===== src/hw/rtl/u16u8_pkg.sv =====
`timescale 1ns / 1ps
// ----------------------------------------------------------------------------
// u16u8_pkg
// Shared types, constants and helper functions of the UTF-16 to UTF-8
// transcoder: job descriptor, result kinds and UTF-8 byte formatting.
// ----------------------------------------------------------------------------
package u16u8_pkg;

  // Width of the per-string byte counter (saturating)
  localparam int COUNT_BITS = 16;
  // Width of the reported byte total
  localparam int TOT_W      = 16;
  // Width wide enough for counter + width + 2 against the capacity
  localparam int SUM_W      = ((COUNT_BITS > TOT_W) ? COUNT_BITS : TOT_W) + 2;

  localparam int UNIT_W     = 16;
  localparam int CP_W       = 21;
  localparam int BYTE_W     = 8;
  localparam int NB_W       = 3;
  localparam int CFG_DATA_W = 16;
  localparam int CFG_IDX_W  = 1;

  // Configuration register indexes
  localparam logic [CFG_IDX_W-1:0] REG_LIMIT_ENABLE = CFG_IDX_W'(0);
  localparam logic [CFG_IDX_W-1:0] REG_OUT_CAPACITY = CFG_IDX_W'(1);

  localparam logic [TOT_W-1:0] CAPACITY_RESET = 16'hFFFF;

  // Job queue between front and back
  localparam int Q_DEPTH = 4;
  localparam int Q_PTR_W = $clog2(Q_DEPTH);
  localparam int Q_CNT_W = $clog2(Q_DEPTH + 1);

  // UTF-8 lead and continuation prefixes
  localparam logic [BYTE_W-1:0] LEAD2 = 8'hC0;
  localparam logic [BYTE_W-1:0] LEAD3 = 8'hE0;
  localparam logic [BYTE_W-1:0] LEAD4 = 8'hF0;
  localparam logic [BYTE_W-1:0] CONT  = 8'h80;
  localparam logic [CP_W-1:0]   SUPP_BASE = 21'h10000;

  typedef enum logic [1:0] {
    KIND_BYTE = 2'd0,
    KIND_TERM = 2'd1,
    KIND_OVER = 2'd2
  } kind_t;

  // What closes a job after its data bytes
  typedef enum logic [1:0] {
    TAIL_NONE = 2'd0,
    TAIL_TERM = 2'd1,
    TAIL_OVER = 2'd2
  } tail_t;

  // One accepted unit's worth of results
  typedef struct packed {
    logic [CP_W-1:0]  cp;
    logic [NB_W-1:0]  nbytes;
    tail_t            tail;
    logic [TOT_W-1:0] tot_pre;
    logic [TOT_W-1:0] tot_tail;
  } job_t;

  typedef struct packed {
    logic full;
    logic empty;
  } q_stat_t;

  // Clamp the counter into the reported total
  function automatic logic [TOT_W-1:0] sat_tot(input logic [COUNT_BITS-1:0] v);
    logic [SUM_W-1:0] ext;
    ext = SUM_W'(v);
    if (ext > SUM_W'(CAPACITY_RESET)) begin
      return CAPACITY_RESET;
    end
    return ext[TOT_W-1:0];
  endfunction

  // Number of UTF-8 bytes for a code point
  function automatic logic [NB_W-1:0] utf8_width(input logic [CP_W-1:0] cp);
    if (cp < CP_W'(21'h80)) begin
      return NB_W'(1);
    end else if (cp < CP_W'(21'h800)) begin
      return NB_W'(2);
    end else if (cp < SUPP_BASE) begin
      return NB_W'(3);
    end
    return NB_W'(4);
  endfunction

  // Byte idx of the UTF-8 form of cp, which is nbytes long
  function automatic logic [BYTE_W-1:0] utf8_byte(input logic [CP_W-1:0] cp,
                                                  input logic [NB_W-1:0] nbytes,
                                                  input logic [NB_W-1:0] idx);
    logic [BYTE_W-1:0] b;
    b = '0;
    case (nbytes)
      NB_W'(1): b = cp[7:0];
      NB_W'(2): begin
        case (idx)
          NB_W'(0): b = LEAD2 | {3'b000, cp[10:6]};
          default:  b = CONT  | {2'b00, cp[5:0]};
        endcase
      end
      NB_W'(3): begin
        case (idx)
          NB_W'(0): b = LEAD3 | {4'b0000, cp[15:12]};
          NB_W'(1): b = CONT  | {2'b00, cp[11:6]};
          default:  b = CONT  | {2'b00, cp[5:0]};
        endcase
      end
      default: begin
        case (idx)
          NB_W'(0): b = LEAD4 | {5'b00000, cp[20:18]};
          NB_W'(1): b = CONT  | {2'b00, cp[17:12]};
          NB_W'(2): b = CONT  | {2'b00, cp[11:6]};
          default:  b = CONT  | {2'b00, cp[5:0]};
        endcase
      end
    endcase
    return b;
  endfunction

endpackage


===== src/hw/rtl/u16u8_front.sv =====
`timescale 1ns / 1ps
// ----------------------------------------------------------------------------
// u16u8_front
// Accepts code units, pairs surrogates, checks capacity, keeps the string
// state and the configuration registers, and pushes one job per unit that
// causes results.
// ----------------------------------------------------------------------------
module u16u8_front (
  input  logic                             clk,
  input  logic                             rst_n,
  input  logic                             in_valid,
  output logic                             in_stall,
  input  logic [u16u8_pkg::UNIT_W-1:0]     in_code_unit,
  input  logic                             in_is_final,
  input  logic                             cfg_we,
  input  logic [u16u8_pkg::CFG_IDX_W-1:0]  cfg_index,
  input  logic [u16u8_pkg::CFG_DATA_W-1:0] cfg_wdata,
  input  u16u8_pkg::q_stat_t               q_stat,
  output logic                             push_valid,
  output u16u8_pkg::job_t                  push_job
);
  import u16u8_pkg::*;

  logic                  limit_en_r;
  logic [TOT_W-1:0]      capacity_r;
  logic [9:0]            pend_r, pend_nxt;
  logic                  pend_v_r, pend_v_nxt;
  logic [COUNT_BITS-1:0] bw_r, bw_nxt;
  logic                  discard_r, discard_nxt;

  logic                  accept;
  logic                  is_zero, is_high, is_low;
  logic                  have_cp, over;
  logic [CP_W-1:0]       cp;
  logic [NB_W-1:0]       width;
  logic [COUNT_BITS:0]   bw_sum;
  logic [COUNT_BITS-1:0] bw_grown;
  logic [SUM_W-1:0]      need;

  assign in_stall = q_stat.full;
  assign accept   = in_valid && !in_stall;

  // Classify the incoming unit
  assign is_zero = (in_code_unit == '0);
  assign is_high = (in_code_unit[15:10] == 6'b110110);
  assign is_low  = (in_code_unit[15:10] == 6'b110111);

  // Code point from the unit or the held surrogate pair
  always_comb begin
    have_cp = 1'b0;
    cp      = '0;
    if (pend_v_r) begin
      if (is_low) begin
        have_cp = 1'b1;
        cp      = {1'b0, pend_r, in_code_unit[9:0]} + SUPP_BASE;
      end
    end else if (!is_high) begin
      have_cp = 1'b1;
      cp      = CP_W'(in_code_unit);
    end
  end

  assign width    = utf8_width(cp);
  assign need     = SUM_W'(bw_r) + SUM_W'(width) + SUM_W'(2);
  assign over     = limit_en_r && (need > SUM_W'(capacity_r));
  assign bw_sum   = {1'b0, bw_r} + (COUNT_BITS + 1)'(width);
  assign bw_grown = bw_sum[COUNT_BITS] ? '1 : bw_sum[COUNT_BITS-1:0];

  // String state update and job build
  always_comb begin
    pend_nxt         = pend_r;
    pend_v_nxt       = pend_v_r;
    bw_nxt           = bw_r;
    discard_nxt      = discard_r;
    push_valid       = 1'b0;
    push_job.cp      = cp;
    push_job.nbytes  = '0;
    push_job.tail    = TAIL_NONE;
    push_job.tot_pre = sat_tot(bw_r);
    push_job.tot_tail = sat_tot(bw_r);
    if (accept) begin
      if (discard_r) begin
        if (is_zero || in_is_final) begin
          pend_nxt    = '0;
          pend_v_nxt  = 1'b0;
          bw_nxt      = '0;
          discard_nxt = 1'b0;
        end
      end else if (is_zero) begin
        push_valid    = 1'b1;
        push_job.tail = TAIL_TERM;
        pend_nxt      = '0;
        pend_v_nxt    = 1'b0;
        bw_nxt        = '0;
      end else begin
        // Drop or hold surrogates
        if (pend_v_r) begin
          pend_nxt   = '0;
          pend_v_nxt = 1'b0;
        end else if (is_high && !in_is_final) begin
          pend_nxt   = in_code_unit[9:0];
          pend_v_nxt = 1'b1;
        end
        if (have_cp && over) begin
          push_valid    = 1'b1;
          push_job.tail = TAIL_OVER;
          if (in_is_final) begin
            pend_nxt   = '0;
            pend_v_nxt = 1'b0;
            bw_nxt     = '0;
          end else begin
            discard_nxt = 1'b1;
          end
        end else begin
          if (have_cp) begin
            push_valid      = 1'b1;
            push_job.nbytes = width;
            bw_nxt          = bw_grown;
          end
          if (in_is_final) begin
            push_valid        = 1'b1;
            push_job.tail     = TAIL_TERM;
            push_job.tot_tail = sat_tot(have_cp ? bw_grown : bw_r);
            pend_nxt          = '0;
            pend_v_nxt        = 1'b0;
            bw_nxt            = '0;
          end
        end
      end
    end
  end

  // Hold string state
  always_ff @(posedge clk) begin
    if (!rst_n) begin
      pend_r    <= '0;
      pend_v_r  <= 1'b0;
      bw_r      <= '0;
      discard_r <= 1'b0;
    end else begin
      pend_r    <= pend_nxt;
      pend_v_r  <= pend_v_nxt;
      bw_r      <= bw_nxt;
      discard_r <= discard_nxt;
    end
  end

  // Configuration writes
  always_ff @(posedge clk) begin
    if (!rst_n) begin
      limit_en_r <= 1'b0;
      capacity_r <= CAPACITY_RESET;
    end else if (cfg_we) begin
      case (cfg_index)
        REG_LIMIT_ENABLE: limit_en_r <= cfg_wdata[0];
        REG_OUT_CAPACITY: capacity_r <= cfg_wdata[TOT_W-1:0];
        default: ;
      endcase
    end
  end

endmodule


===== src/hw/rtl/u16u8_queue.sv =====
`timescale 1ns / 1ps
// ----------------------------------------------------------------------------
// u16u8_queue
// Short job queue that decouples the front classifier from the byte
// serializer. The head entry is visible without a pop.
// ----------------------------------------------------------------------------
module u16u8_queue (
  input  logic               clk,
  input  logic               rst_n,
  input  logic               push_valid,
  input  u16u8_pkg::job_t    push_job,
  input  logic               pop,
  output u16u8_pkg::job_t    head_job,
  output u16u8_pkg::q_stat_t q_stat
);
  import u16u8_pkg::*;

  job_t               mem_r [Q_DEPTH];
  logic [Q_PTR_W-1:0] wr_ptr_r, wr_ptr_nxt;
  logic [Q_PTR_W-1:0] rd_ptr_r, rd_ptr_nxt;
  logic [Q_CNT_W-1:0] cnt_r, cnt_nxt;
  logic               do_push, do_pop;

  assign q_stat.empty = (cnt_r == '0);
  assign q_stat.full  = (cnt_r == Q_CNT_W'(Q_DEPTH));
  assign do_push      = push_valid && !q_stat.full;
  assign do_pop       = pop && !q_stat.empty;
  assign head_job     = mem_r[rd_ptr_r];

  // Advance pointers with wrap
  always_comb begin
    wr_ptr_nxt = wr_ptr_r;
    rd_ptr_nxt = rd_ptr_r;
    cnt_nxt    = cnt_r;
    if (do_push) begin
      wr_ptr_nxt = (wr_ptr_r == Q_PTR_W'(Q_DEPTH - 1)) ? '0 : wr_ptr_r + 1'b1;
    end
    if (do_pop) begin
      rd_ptr_nxt = (rd_ptr_r == Q_PTR_W'(Q_DEPTH - 1)) ? '0 : rd_ptr_r + 1'b1;
    end
    if (do_push && !do_pop) begin
      cnt_nxt = cnt_r + 1'b1;
    end else if (do_pop && !do_push) begin
      cnt_nxt = cnt_r - 1'b1;
    end
  end

  always_ff @(posedge clk) begin
    if (!rst_n) begin
      wr_ptr_r <= '0;
      rd_ptr_r <= '0;
      cnt_r    <= '0;
    end else begin
      wr_ptr_r <= wr_ptr_nxt;
      rd_ptr_r <= rd_ptr_nxt;
      cnt_r    <= cnt_nxt;
    end
  end

  // Store the job beat
  always_ff @(posedge clk) begin
    if (do_push) begin
      mem_r[wr_ptr_r] <= push_job;
    end
  end

endmodule


===== src/hw/rtl/u16u8_back.sv =====
`timescale 1ns / 1ps
// ----------------------------------------------------------------------------
// u16u8_back
// Walks the head job one result per cycle while the output stage is not
// stalled: its UTF-8 bytes, then the terminator or overflow result, into a registered output stage.
// ----------------------------------------------------------------------------
module u16u8_back (
  input  logic                          clk,
  input  logic                          rst_n,
  input  u16u8_pkg::job_t               head_job,
  input  u16u8_pkg::q_stat_t            q_stat,
  output logic                          pop,
  output logic                          out_valid,
  input  logic                          out_stall,
  output logic [u16u8_pkg::BYTE_W-1:0]  out_data_byte,
  output logic [1:0]                    out_result_kind,
  output logic [u16u8_pkg::TOT_W-1:0]   out_byte_total,
  output logic                          out_run_end
);
  import u16u8_pkg::*;

  logic [NB_W-1:0]   step_r, step_nxt;
  logic              out_valid_r, out_valid_nxt;
  logic [BYTE_W-1:0] byte_r;
  kind_t             kind_r;
  logic [TOT_W-1:0]  tot_r;
  logic              end_r;

  logic [NB_W-1:0]   n_res;
  logic              last_step, is_data, load;
  logic [BYTE_W-1:0] byte_nxt;
  kind_t             kind_nxt;
  logic [TOT_W-1:0]  tot_nxt;

  assign n_res     = head_job.nbytes + NB_W'(head_job.tail != TAIL_NONE);
  assign last_step = (step_r == n_res - 1'b1);
  assign is_data   = (step_r < head_job.nbytes);
  assign load      = !q_stat.empty && (!out_valid_r || !out_stall);
  assign pop       = load && last_step;

  // Pick the result for this step
  always_comb begin
    byte_nxt = '0;
    kind_nxt = KIND_BYTE;
    tot_nxt  = head_job.tot_pre;
    if (is_data) begin
      byte_nxt = utf8_byte(head_job.cp, head_job.nbytes, step_r);
    end else begin
      tot_nxt = head_job.tot_tail;
      case (head_job.tail)
        TAIL_OVER: kind_nxt = KIND_OVER;
        default:   kind_nxt = KIND_TERM;
      endcase
    end
  end

  always_comb begin
    step_nxt      = step_r;
    out_valid_nxt = out_valid_r;
    if (load) begin
      out_valid_nxt = 1'b1;
      step_nxt      = last_step ? '0 : step_r + 1'b1;
    end else if (!out_stall) begin
      out_valid_nxt = 1'b0;
    end
  end

  always_ff @(posedge clk) begin
    if (!rst_n) begin
      step_r      <= '0;
      out_valid_r <= 1'b0;
    end else begin
      step_r      <= step_nxt;
      out_valid_r <= out_valid_nxt;
    end
  end

  // Load the output beat
  always_ff @(posedge clk) begin
    if (load) begin
      byte_r <= byte_nxt;
      kind_r <= kind_nxt;
      tot_r  <= tot_nxt;
      end_r  <= last_step;
    end
  end

  assign out_valid       = out_valid_r;
  assign out_data_byte   = byte_r;
  assign out_result_kind = kind_r;
  assign out_byte_total  = tot_r;
  assign out_run_end     = end_r;

endmodule


===== src/hw/rtl/utf16_to_utf8_transcoder.sv =====
`timescale 1ns / 1ps
// An accepted unit is stored as a job in the queue, and its first result
// is then registered in the output stage. A unit causes up to 5 results
// (four bytes and a terminator), all through the single output byte register.
// A four-entry job queue lets input run ahead while results are stalled.
// Reset (rst_n low, synchronous) empties the queue and output stage, clears
// the string state and sets limit_enable = 0, out_capacity = 65535.
// ----------------------------------------------------------------------------
// utf16_to_utf8_transcoder
// Top level: front classifier, job queue and byte serializer.
// ----------------------------------------------------------------------------
module utf16_to_utf8_transcoder (
  input  logic                             clk,
  input  logic                             rst_n,
  input  logic                             in_valid,
  output logic                             in_stall,
  input  logic [u16u8_pkg::UNIT_W-1:0]     in_code_unit,
  input  logic                             in_is_final,
  output logic                             out_valid,
  input  logic                             out_stall,
  output logic [u16u8_pkg::BYTE_W-1:0]     out_data_byte,
  output logic [1:0]                       out_result_kind,
  output logic [u16u8_pkg::TOT_W-1:0]      out_byte_total,
  output logic                             out_run_end,
  input  logic                             cfg_we,
  input  logic [u16u8_pkg::CFG_IDX_W-1:0]  cfg_index,
  input  logic [u16u8_pkg::CFG_DATA_W-1:0] cfg_wdata
);
  import u16u8_pkg::*;

  logic    push_valid;
  job_t    push_job;
  job_t    head_job;
  logic    pop;
  q_stat_t q_stat;

  u16u8_front u_front (
    .clk          (clk),
    .rst_n        (rst_n),
    .in_valid     (in_valid),
    .in_stall     (in_stall),
    .in_code_unit (in_code_unit),
    .in_is_final  (in_is_final),
    .cfg_we       (cfg_we),
    .cfg_index    (cfg_index),
    .cfg_wdata    (cfg_wdata),
    .q_stat       (q_stat),
    .push_valid   (push_valid),
    .push_job     (push_job)
  );

  u16u8_queue u_queue (
    .clk        (clk),
    .rst_n      (rst_n),
    .push_valid (push_valid),
    .push_job   (push_job),
    .pop        (pop),
    .head_job   (head_job),
    .q_stat     (q_stat)
  );

  u16u8_back u_back (
    .clk             (clk),
    .rst_n           (rst_n),
    .head_job        (head_job),
    .q_stat          (q_stat),
    .pop             (pop),
    .out_valid       (out_valid),
    .out_stall       (out_stall),
    .out_data_byte   (out_data_byte),
    .out_result_kind (out_result_kind),
    .out_byte_total  (out_byte_total),
    .out_run_end     (out_run_end)
  );

  // Terminator and overflow always close the results of their unit
  assert property (@(posedge clk) disable iff (!rst_n)
    out_valid && (out_result_kind == KIND_TERM || out_result_kind == KIND_OVER)
    |-> out_run_end)
    else $error("closing result without run_end");

  // Only defined result kinds leave the block
  assert property (@(posedge clk) disable iff (!rst_n)
    out_valid |-> (out_result_kind == KIND_BYTE || out_result_kind == KIND_TERM ||
                   out_result_kind == KIND_OVER))
    else $error("undefined result kind");

  // Non-byte results carry a zero data byte
  assert property (@(posedge clk) disable iff (!rst_n)
    out_valid && out_result_kind != KIND_BYTE |-> out_data_byte == '0)
    else $error("nonzero data on terminator or overflow");

  // Output stage is empty right after reset
  assert property (@(posedge clk) !rst_n |=> !out_valid)
    else $error("output valid after reset");

  // A job is never pushed into a full queue
  assert property (@(posedge clk) disable iff (!rst_n)
    push_valid |-> !q_stat.full)
    else $error("push into full job queue");

endmodule


===== config.mk =====
export PLATFORM = sky130hd
export DESIGN_NAME = utf16_to_utf8_transcoder
export DESIGN_NICKNAME = d
export VERILOG_FILES = /design/src/hw/rtl/u16u8_pkg.sv /design/src/hw/rtl/u16u8_front.sv /design/src/hw/rtl/u16u8_queue.sv /design/src/hw/rtl/u16u8_back.sv /design/src/hw/rtl/utf16_to_utf8_transcoder.sv
export SDC_FILE = /design/constraint.sdc
export NUM_CORES = 1
export LEC_CHECK = 0
export BUFFER_PORTS_ARGS = -buffer_cell sky130_fd_sc_hd__buf_2
export CORE_ASPECT_RATIO = 1.2
export CORE_UTILIZATION = 35
export CTS_CLUSTER_DIAMETER = 100
export DETAILED_ROUTE_END_ITERATION = 10
export HOLD_SLACK_MARGIN = 0.12
export MAX_ROUTING_LAYER = met4
export PLACE_DENSITY = 0.5
export REMOVE_ABC_BUFFERS = 1
export SYNTH_ARGS = -nofsm -noshare
export SYNTH_HDL_FRONTEND = slang
export SYNTH_SLANG_ARGS = --single-unit
export TNS_END_PERCENT = 5

===== constraint.sdc =====
create_clock -name clk -period 7.38 [get_ports clk]
set_input_delay 1.476 -clock clk [delete_from_list [all_inputs] [get_ports clk]]
set_output_delay 1.476 -clock clk [all_outputs]
set_load 0.02 [all_outputs]

==> qor.txt <==
non-filler cells, final: 1733
Synth Area in Compound Gates: 9.35%
largest family of logic cells by synthesized area: multiplexers
Die Wd: 188 um
CP Launch Type: input pin
floorplan die height: 225 um
commonest non-fill, non-tap cells in the layout: 259 x edfxtp_1, 91 x buf_4, 83 x nand2_1
P_leak: 0.00613 uW
Max Clk Rate: 141 MHz
critical path's largest stage delay: 410 ps
first-pass GRT wire length: 53000 um
crit end category: flop
Num CTS Buffers: 35
Post-DP HPWL: 22700 um
Area Overhead vs Synth: 18.3%
CTS root buf: clkbuf_16
Final setup viols: 0
# IOs: 68
Hold Path Class: reg2reg
final hold vios: 0
RR Endpoint: u_queue.mem_r[2][0]$_DFFE_PP_
multiplexer share of the synthesized area: 11.3%
top_reg_cell synth: edfxtp_1
cell area power density: 329 mW/mm^2
maximum resistive drop on vdd: 0.000181 V
Worst path top cell family by delay: compound AO/OA/AOI/OAI gates
Synth cell types: 75
FP Rows: 81
clk sinks: 317
TritonCTS clock tree: done
largest net degree at the start of global routing: 43
max layer used: met4
RSZ-0062 raised after global routing: false
total routing usage reported by global routing: 16.9%
placed cell count: 1670
# DRC: 0
Core Area: 0.0407 mm^2
Worst path depth: 28
YS warnings: 0
worst r2r path cells: 25
Post-Syn Area: 0.0145 mm^2
Avg Inst Size Synth: 14.1 um^2
CP bufs+invs: 4
Post-synth EDFFs: 259
Simple-Gate Fraction of Synth Area: 9.57%
FF+latch count, synth: 317
status: completed
Mapped Cells: 1029
worst reg2reg startpoint: u_front.pend_v_r$_SDFFE_PN0P_
Clock Path Buffers: 3
area of the multi-input gates: 0.00515 mm^2
CP Data Arrival Time: 7330 ps
global route overflow: 0
crit-path max FO: 15
die footprint: 0.0422 mm^2
Post-Synth Adder-Cell Area: 3.30%
register area: 0.00894 mm^2
worst reg2reg setup slack: 1340 ps
Via Count: 8953
initial core utilization: 35.5%
initial DRC count: 631
wire length on met2: 16600 um
Hold Path Origin: u_front.pend_r[1]$_SDFFE_PN0P_
worst hold endpoint: u_front.pend_r[1]$_SDFFE_PN0P_
initial antenna violation count: 0
Seq/Total Area, Yosys: 61.7%
Hold Path Depth: 2
period utilization: 95.8%
layout cells sized above 1: 26.9%
crit path max-delay cell type: fa_2
TritonRoute pass-1 iters: 5
Max-Cap Viols: 0
clock latency on the worst-skew pair: 520 ps
kind of critical path: in2reg
fillers: 3776
clock slew at reported path FFs: 60 ps
met1 wire length: 15300 um
H-Tree Depth: 2
ys async rst share: 0%
Worst EP required: 7640 ps
post-DR vias/cell: 5.17
routed length per instance: 19.5 um
Met3 Wirelength: 1170 um
diodes inserted: 0
Max-slew headroom: 35.8%
number of global-route vias before repair: 9235
Min Hold Slack: 475 ps
Setup Fix Bufs, Post-CTS: 0
final net count: 1244
Final ANT Viol Nets: 0
commonest non-fill, non-tap cell in the layout: edfxtp_1
IO buf count: 67
Final Wtd Congestion: 0.851
Total Routed Length: 33800 um
measured slew at the worst slew-check pin: 962 ps
Synth Area in XOR/XNOR: 1.81%
fin crit period: 7070 ps
Worst Skew: 12.0 ps
Slew Viols, Final: 0
-- worst min-delay path, delay by kind of cell (launching register included) --
kind             cells  cell delay [ps]
flip-flops           1              320
AO/OA/AOI/OAI        1               60
AND/OR/NAND/NOR      1               50
-- report_power, final --
group / internal (uW) / switching [uW] / total [uW]
registers: 2250 / 124 / 2370
clock network: 1030 / 706 / 1740
logic: 666 / 862 / 1530
total: 3950 / 1690 / 5640
-- area by class of cell --
cell class	count	area share (%)
multi-input combinational	612	30.1
inverter	42	0.921
sequential	317	52.2
clock inverter	16	1.04
timing repair buffer	160	6.18
tap	539	3.94
clock buffer	47	5.62
-- flip-flops by register name, summed over array words and instances, names as in the netlist, named ones only --
signal                  flops
u_back.out_valid            1
u_front.pend_r             10
u_front.limit_en_r          1
u_front.capacity_r         16
u_queue.wr_ptr_r            2
u_back.out_result_kind      2
u_back.out_run_end          1
u_front.pend_v_r            1
u_queue.mem_r             232
u_queue.rd_ptr_r            2
u_front.discard_r           1
u_queue.cnt_r               3
u_back.out_byte_total      16
u_back.step_r               3
u_back.out_data_byte        8
u_front.bw_r               16
-- kinds of logic after synthesis --
kind of cell | after synthesis
buffers and inverters | 100
muxes | 89
DFF | 317
adders and majority gates | 37
xor gates and xnor gates | 30
AOI/OAI and AO/OA | 187
and+or+nand+nor | 269
-- cell usage after synthesis, types with 8 or more instances --
library cell    n  area [um^2]
edfxtp_1      259         7780
nand2_1        83          312
dfxtp_1        58         1160
mux4_2         56         1260
nor2_1         46          173
inv_1          41          154
ha_1           35          438
clkbuf_1       33          124
and2_1         29          181
a21oi_1        28          140
o21ai_0        26          130
mux2_2         24          270
nand3_1        22          110
xnor2_1        21          184
a21boi_0       18          135
buf_2          18         90.1
nor3_1         18         90.1
o211ai_1       18          135
a31oi_1        15         93.8
a22o_1         14          123
nor2b_1        14         87.6
xor2_1          9         78.8
a22oi_1         8         60.1
nand2b_1        8         50.1
-- worst max path at each step --
stage	from	endpoint	slack (ps)
2_1_floorplan	in_code_unit[14]	u_queue.mem_r[0][0]$_DFFE_PP_	-100
5_1_grt	in_code_unit[13]	u_queue.mem_r[0][2]$_DFFE_PP_	7
6_report	in_code_unit[14]	u_queue.mem_r[2][0]$_DFFE_PP_	310
3_3_place_gp	in_code_unit[14]	u_queue.mem_r[1][0]$_DFFE_PP_	-290
3_5_place_dp	in_code_unit[14]	u_queue.mem_r[2][1]$_DFFE_PP_	-300
4_1_cts	in_code_unit[14]	u_queue.mem_r[2][0]$_DFFE_PP_	220
-- metal layers --
| metal | vias to the layer above | global-route usage (%) |
|---|---|---|
| met3 | 47 | 2.62 |
| li1 | 4247 | - |
| met5 | - | - |
| met4 | 0 | 5.35 |
| met2 | 169 | 27.5 |
| met1 | 4490 | 21.5 |
-- timing repair --
item                                    in CTS  in global routing
endpoints found under the setup margin       0                 84
hold buffers                                 0                  0
gates resized for setup                      0                  7
-- metrics by stage --
| stage | worst slack, ps | total power (uW) | instance area, um^2 | setup TNS [ps] | utilization (%) |
|---|---|---|---|---|---|
| floorplan | -105 | 3460 | 14200 | -2470 | - |
| CTS | 220 | 5720 | 17100 | 0 | 42.0 |
| global placement | -288 | 3950 | 16000 | -19970 | 39.2 |
| global route | 7.15 | 5930 | 17100 | 0 | 42.0 |
| detailed placement | -300 | 3970 | 16000 | -20820 | 39.2 |
| finish | 310 | 5640 | 17100 | 0 | 42.0 |
Note: power is estimated with default switching activity, not from simulation.
